**src/design/btos_pkg.sv**
```systemverilog
// Package for the buffered trace solver: widths, mode codes and word types.
// Used by the in/out channel interfaces, the weight divider and top level.
package btos_pkg;
	localparam int FLOWS = 32;
	localparam int FLOW_W = 5;
	localparam int ADDR_W = (FLOWS > 1) ? $clog2(FLOWS) : 1;
	localparam int WBITS = 24;
	localparam logic [1:0] MODE_FULL = 2'd0;
	localparam logic [1:0] MODE_NO_RED = 2'd1;
	localparam logic [1:0] MODE_RED_ONLY = 2'd2;

	typedef struct packed {
		logic [FLOW_W-1:0] flow_index;
		logic first_frame;
		logic [23:0] frame_interval;
		logic [23:0] time_constant;
		logic signed [15:0] buffer_ratio;
		logic signed [31:0] red_sample;
		logic signed [31:0] blue_sample;
	} in_word_t;

	typedef struct packed {
		logic [FLOW_W-1:0] flow_tag;
		logic signed [31:0] trace_value;
		logic saturated;
	} out_word_t;

	typedef struct packed {
		logic signed [31:0] last_output;
		logic signed [31:0] last_red;
		logic signed [31:0] last_blue;
	} hist_t;
endpackage

```
**src/design/btos_div.sv**
```systemverilog
// Restoring divider for the weight w = round(2 tau 2^24 / (2 tau + dt)).
// Depends on btos_pkg; one quotient bit per cycle.
module btos_div (
	input logic clk,
	input logic arst_n,
	input logic start,
	input logic [23:0] tau,
	input logic [23:0] dt,
	output logic done,
	output logic [24:0] quot
);
	import btos_pkg::*;

	logic [25:0] den_q;
	logic [50:0] num_q;
	logic [26:0] rem_q;
	logic [24:0] quot_q;
	logic [5:0] cnt_q;
	logic busy_q;
	logic [26:0] trial;
	logic [26:0] diff;

	assign trial = {rem_q[25:0], num_q[50]};
	assign diff = trial - {1'b0, den_q};

	always_ff @(posedge clk or negedge arst_n) begin
		if (!arst_n) begin
			busy_q <= 1'b0;
			done <= 1'b0;
			cnt_q <= '0;
		end else begin
			done <= 1'b0;
			if (start) begin
				busy_q <= 1'b1;
				cnt_q <= 6'd51;
			end else if (busy_q) begin
				cnt_q <= cnt_q - 6'd1;
				if (cnt_q == 6'd1) begin
					busy_q <= 1'b0;
					done <= 1'b1;
				end
			end
		end
	end

	always_ff @(posedge clk) begin
		if (start) begin
			den_q <= {1'b0, tau, 1'b0} + {2'b0, dt};
			num_q <= {2'b0, tau, 25'd0} + {27'd0, tau} + {28'd0, dt[23:1]};
			rem_q <= '0;
			quot_q <= '0;
		end else if (busy_q) begin
			num_q <= {num_q[49:0], 1'b0};
			if (!diff[26]) begin
				rem_q <= diff;
				quot_q <= {quot_q[23:0], 1'b1};
			end else begin
				rem_q <= trial;
				quot_q <= {quot_q[23:0], 1'b0};
			end
		end
	end

	assign quot = quot_q;
endmodule

```
**config.mk**
```make
export PLATFORM = sky130hd
export DESIGN_NAME = btos_div
export DESIGN_NICKNAME = d
export VERILOG_FILES = /design/src/design/btos_pkg.sv /design/src/design/btos_div.sv
export SDC_FILE = /design/constraint.sdc
export NUM_CORES = 1
export LEC_CHECK = 0
export BUFFER_PORTS_ARGS = -buffer_cell sky130_fd_sc_hd__buf_4
export CAP_MARGIN = 20
export CORE_UTILIZATION = 60
export DETAILED_ROUTE_END_ITERATION = 10
export PLACE_DENSITY_LB_ADDON = 0.25
export SLEW_MARGIN = 25
export SYNTH_ARGS = -nofsm -noshare
export SYNTH_HDL_FRONTEND = slang
export SYNTH_SLANG_ARGS = --single-unit
```
**constraint.sdc**
```tcl
create_clock -name clk -period 4.1 [get_ports clk]
set_clock_uncertainty 0.15 [all_clocks]
set_input_delay 0.82 -clock clk [delete_from_list [all_inputs] [get_ports clk]]
set_output_delay 0.82 -clock clk [all_outputs]
set_load 0.01 [all_outputs]
```
==> results of run 1 <==
-- placed cells by master (no fill, tap or decap), drive strengths merged, types with 4 or more instances in the layout --
cell type and count:
buf 81, edfxtp 77, nor2 76, ha 51
dfxtp 51, o21ai 47, mux2 46, inv 46
a21oi 44, nand2 42, xnor2 32, nand3 25
mux2i 25, a311oi 19, clkbuf 19, a21o 16
nand2b 12, xor2 10, nor2b 10, o21a 10
nor3 9, and2 9, dfrtp 8, a31oi 7
nor4 6, or3 6, clkinv 6, nand4 5
a211oi 5, o2111ai 5, o31ai 5, and3 4
a41oi 4, o22ai 4, o221ai 4
-- stage by stage --
stage	util [%]	setup slack (ps)
floorplan	-	866.5
global placement	66.68	540.5
detailed placement	66.68	453.9
CTS	71.06	648.3
global route	71.14	439.7
finish	71.14	626.9
-- power groups by stage --
stage | logic, mW | registers, mW | clock network, mW
after floorplan | 1.55 | 1.85 | 0
after global placement | 1.92 | 1.90 | 0
after detailed placement | 1.96 | 1.91 | 0
after CTS | 1.99 | 1.89 | 1.55
after global routing | 2.23 | 1.91 | 1.59
final | 2.03 | 1.89 | 1.52
-- flip-flops by register name (all words and copies together) (netlist names) --
register and flops:
busy_q 1, cnt_q 6, den_q 26, done 1, num_q 51, quot 25, rem_q 26
-- how the worst max path moves through the flow --
stage / endpoint / depth (start not counted) / from / slack [ps]
floorplan: num_q[22] / 10 / tau[0] / 870
global placement: num_q[22] / 10 / tau[9] / 540
detailed placement: num_q[22] / 11 / tau[0] / 450
CTS: rem_q[16] / 11 / den_q[0] / 650
global route: rem_q[16] / 11 / den_q[0] / 440
finish: rem_q[13] / 11 / den_q[0] / 630
-- cells by family (layout without fill, tap and decap cells) --
logic type               Yosys count  count (layout)
flip-flops                       136             136
XOR/XNOR                          42              42
AO/OA/AOI/OAI                    201             201
AND/OR/NAND/NOR                  212             212
buffers and inverters             74             156
multiplexers                      71              71
adder cells (fa/ha/maj)           53              53
-- worst max-delay path: cells and delay by family (launching register included) --
kind	cells	cell delay, ps
compound gates	5	1170
fa+ha+maj	2	640
buf+inv	1	260
flops	1	380
mux	1	480
simple gates	2	260
-- layer usage --
layer / global-route usage [%] / wire length, um / up-vias
li1: - / - / 3080
met1: 35.19 / 8468 / 3016
met2: 46.21 / 8848 / 206
met3: 5.281 / 747 / 38
met4: 10.42 / 389 / 0
met5: 0 / 0 / -
-- final cells by class --
class,instances,area share (%)
Inverter,43,1.720
Clock inverter,13,1.547
Multi-Input combinational cell,579,45.49
Tap cell,176,2.347
Sequential cell,136,37.67
Clock buffer,19,4.613
Timing Repair Buffer,81,6.613
==> impl_metrics.toml, run 1 <==
[power]
p_total_mw = 5.440
power_density_mw_per_mm2 = 579.7
combPwrFrac_pct = 37.3
power_leakage_nw = 4.039
p_clk_share_pct = 28.0
vdd_drop_max_uv = 440.9
intPower_mw = 3.506
power_frac_seq_pct = 34.7
power.switching_fraction_pct = 35.54
p_sw_mw = 1.933

[critical_path]
reg2reg_from = "den_q[0]"
cp_slowest_stage_delay_ps = 480
rr_worst_depth = 11
worstPathCellList = "ha_1 -> fa_1 -> nor2b_1 -> o31a_1 -> o221ai_2 -> o21a_4 -> o22ai_4 -> mux2i_4 -> buf_4 -> nand3_1 -> a311oi_1"
cp_data_arrival_time_ps = 3640
startpoint_type = "flip-flop"
path_class = "flip-flop to flip-flop"
cp_max_fo = 11
cp.required_ps = 4270
cp_slowest_cell = "mux2i_4"
endpoint_kind = "flip-flop"
r2r_setup_slack_ps = 630
reg2reg_to = "rem_q[13]"

[timing]
setup-violations-final = 0
fin_setup_tns_ps = 0
hold_ws_ps = 59.88
finalMaxSlewViolations = 0
timing.fmax_mhz = 287.9
rsz0062_at_grt = "false"
fin_crit_sh_pct = 84.71
tightestPinTransition_ps = 732.6
hold_viol = 0
fin_crit_ps = 3473
max_slew_margin_pct = 51.04

[floorplan]
start_util_pct = 61.32
die-area_mm2 = 0.01395
core-area_mm2 = 0.01319
pin_count = 77
rows = 42
die_h_um = 118.1
die_w_um = 118.1

[layout]
final_cell_count_no_fill = 1047
diodes = 0
drive_gt1_share_pct = 20.55
fillers = 964
multiInputGateArea_mm2 = 0.004269
finalInstanceArea_mm2 = 0.009384
final_net_count = 962
ff_latch_area_mm2 = 0.003535
syn2layout_area_growth_pct = 16.03

[synth]
synth_top_family_by_area = "compound AO/OA/AOI/OAI gates"
synthTopCellsByCount = "edfxtp_1 (77), nor2_1 (76), dfxtp_1 (51), ha_1 (51), mux2_2 (45)"
synth.distinct_cells = 75
synthXorXnorAreaFrac_pct = 4.548
seq_area_frac_synth_pct = 43.69
synth_area_mm2 = 0.008088
yosysMostFrequentCell = "edfxtp_1"
synthCells = 789
synth_compound_area_share_pct = 17.50
synth.avg_cell_area_um2 = 10.25
synth_area_leaders = "edfxtp_1 (29%), dfxtp_1 (13%), ha_1 (7.9%), mux2_2 (6.3%), nor2_1 (3.5%)"
synth-seq-cells = 136
synth_top_area_share_pct = 28.59
syn-num-nets = 893
synth_top_area_cell = "edfxtp_1"
synthAdderAreaFrac_pct = 8.385
synthFlopType = "edfxtp_1"
ys_warn_count = 0
synthSimpleGateAreaFrac_pct = 12.44
synth_edf_count = 77
async_flop_share_pct = 5.882
synthMuxAreaShare_pct = 9.700

[route]
viasPerCell = 6.055
wl_um = 18450
drc = 0
drt_iter0_drc = 357
wl_per_cell_um = 17.62
ant_nets = 0
vias = 6340
drt_pass1_iterations = 5

[clock_network]
clk_pin_slew_worst_paths_ps = 60
clock_path_buffers = 2
clock-sinks = 136
numCtsBuffers = 17
cts_tree = "done"
clock_latency_ps = 430
cts_root_buffer = "clkbuf_16"
postCtsResizedCells = 0
ctsHoldBuffers = 0
post_cts_buffers = 0
cts_max_level = 4

[global_route]
grt_pass1_vias = 6216
grt_overflow = 0
grt_usage_pct = 27.55
grt_pass1_wl_um = 30320
antenna_found_initial = 0
grt_max_degree = 93

[outcome]
status = "complete, no violations"

[hold_path]
hp-class = "input pin to async pin"

[place]
io_buffer_count = 76
place.gp.congestion = 0.8964
dpl_cell_area_mm2 = 0.008795
hpwl_um = 12820
place_inst = 1015

[flow_run]
cap_violations = 0
No activity file was read; power rests on OpenSTA's default activity.
==> inputs of run 2 (changes only) <==
Clock period 4.1 ns to 3.2 ns, I/O delays scaled along.
==> run 2 against run 1 <==
  * Sequential power rose by 28%
  * Register-to-register slack got worse by 590 ps
  * Critical path type unchanged
  * Critical path depth rose by 1
  * Sequential cell count did not move
  * Highest routed layer unchanged
  * Largest power group unchanged
  * Worst hold slack improved by 190 ps
  * Count of clock-buffer cells in the layout rose by 5
  * Die area did not move
==> impl_metrics.toml, run 2 (same netlist as run 1, synthesis figures left out) <==
[global_route]
grt_max_degree = 108
grt_pass1_vias = 6359
grt_usage_pct = 27.73
grt_pass1_wl_um = 30670
antenna_found_initial = 0
grt_overflow = 0

[place]
dpl_cell_area_mm2 = 0.008951
hpwl_um = 12980
io_buffer_count = 76
place_inst = 1035
place.gp.congestion = 0.9005
dpl_worst_slack_ps = -217.0

[timing]
fin_crit_ps = 3167
hold_viol = 0
rsz0062_at_grt = "true"
finalWorstSetupSlack_ps = 32.57
max_slew_margin_pct = 57.12
tightestPinTransition_ps = 640.9
setup-violations-final = 0
finalMaxSlewViolations = 0
timing.fmax_mhz = 315.7
hold_ws_ps = 246.2
fin_crit_sh_pct = 98.98

[layout]
drive_gt1_share_pct = 23.07
final_net_count = 984
fillers = 945
syn2layout_area_growth_pct = 18.73
diodes = 0
final_util_pct = 72.80
multiInputGateArea_mm2 = 0.004297
mostFrequentLayoutCells = "buf_4 (97), edfxtp_1 (77), nor2_1 (75)"
layout_commonest_cell = "buf_4"
top_register = "num_q"
top_regs = "num_q: 51 flops, den_q: 26 flops, rem_q: 26 flops"
largest_reg_flops = 51
final_cell_count_no_fill = 1069
finalInstanceArea_mm2 = 0.009603
ff_latch_area_mm2 = 0.003535

[floorplan]
core-area_mm2 = 0.01319
rows = 42
start_util_pct = 61.32
die_w_um = 118.1
die-area_mm2 = 0.01395
die_h_um = 118.1
pin_count = 77

[route]
vias = 6459
drt_pass1_iterations = 5
viasPerCell = 6.042
drt_iter0_drc = 352
drc = 0
wl_um = 18920
wl_per_cell_um = 17.70
ant_nets = 0

[power]
vdd_drop_max_uv = 468.4
power_density_mw_per_mm2 = 734.5
power_leakage_nw = 4.150

[clock_network]
clock_latency_ps = 420
cts_tree = "done"
clock_path_buffers = 2
cts_root_buffer = "clkbuf_16"
clock-sinks = 136
clk_pin_slew_worst_paths_ps = 60
post_cts_buffers = 0
cts_max_level = 4
numCtsBuffers = 17

[critical_path]
path_class = "flip-flop to flip-flop"
cp_max_fo = 6
cp.required_ps = 3370
cp_data_arrival_time_ps = 3340
endpoint_kind = "flip-flop"
startpoint_type = "flip-flop"

[hold_path]
hp-class = "input pin to flip-flop"

[outcome]
status = "complete, no violations"

[flow_run]
cap_violations = 0
==> run 2: cell types whose count changed in the layout (fill, tap and decap cells not counted), sizes merged <==
cell,before,now
clkinv,6,5
buf,81,102
bufinv,2,0
dlygate4sd3,0,1
inv,46,43
clkinvlp,2,3
clkbuf,19,24
==> run 2: through the flow <==
step                TNS [ps]  total power [mW]
CTS                        0             6.980
detailed placement    -763.0             5.031
global route          -711.1             7.416
global placement      -458.4             4.944
finish                     0             7.053
floorplan                  0             4.362
==> run 2: layout make-up <==
| class | count | share of cell area (%) |
|---|---|---|
| clock inverters | 8 | 0.6124 |
| repair buffers | 103 | 8.391 |
| well taps | 176 | 2.293 |
| inverters | 43 | 1.681 |
| multi-input cells | 579 | 44.74 |
| clock buffers | 24 | 5.472 |
| flip-flops and latches | 136 | 36.81 |
==> run 2: power breakdown <==
| group | internal, mW | switching [mW] | total [mW] |
|---|---|---|---|
| sequential | 2.22 | 0.205 | 2.42 |
| clock | 1.15 | 0.771 | 1.93 |
| combinational | 1.20 | 1.51 | 2.71 |
==> run 2: routing by layer <==
metal  wire (um)  global-route usage, %
met1        8290                  35.82
met2        9031                  45.40
met3        1014                  4.700
met4         581                  12.98
met5           0                      0
==> run 2: final timing paths <==
| kind | startpoint | to | slack, ps | cells past startpoint |
|---|---|---|---|---|
| setup reg to reg | num_q[50] | rem_q[19] | 30 | 12 |
| setup / recovery | num_q[50] | rem_q[19] | 30 | 12 |
| hold reg to reg | rem_q[4] | rem_q[4] | 350 | 2 |
| max in group asynchronous | arst_n | busy_q | 2320 | 2 |
| min in group asynchronous | arst_n | done | 430 | 2 |
| hold / removal | dt[0] | den_q[0] | 250 | 1 |
==> run 2: critical path, stage by stage (launching register included) <==
cell      delay, ps
edfxtp_1        390
inv_1            80
ha_2            200
fa_2            370
nor2b_2         160
o31a_1          200
o221ai_2        130
o21a_4          280
o22ai_4         190
mux2i_4         360
buf_2           240
nand3_1          90
a311oi_1        250
==> run 2: repair_timing <==
item / CTS / global route
gates resized for setup: 0 / 13
endpoints found under the hold margin: 8 / 0
setup endpoints to repair: 0 / 29
hold buffers: 1 / 0
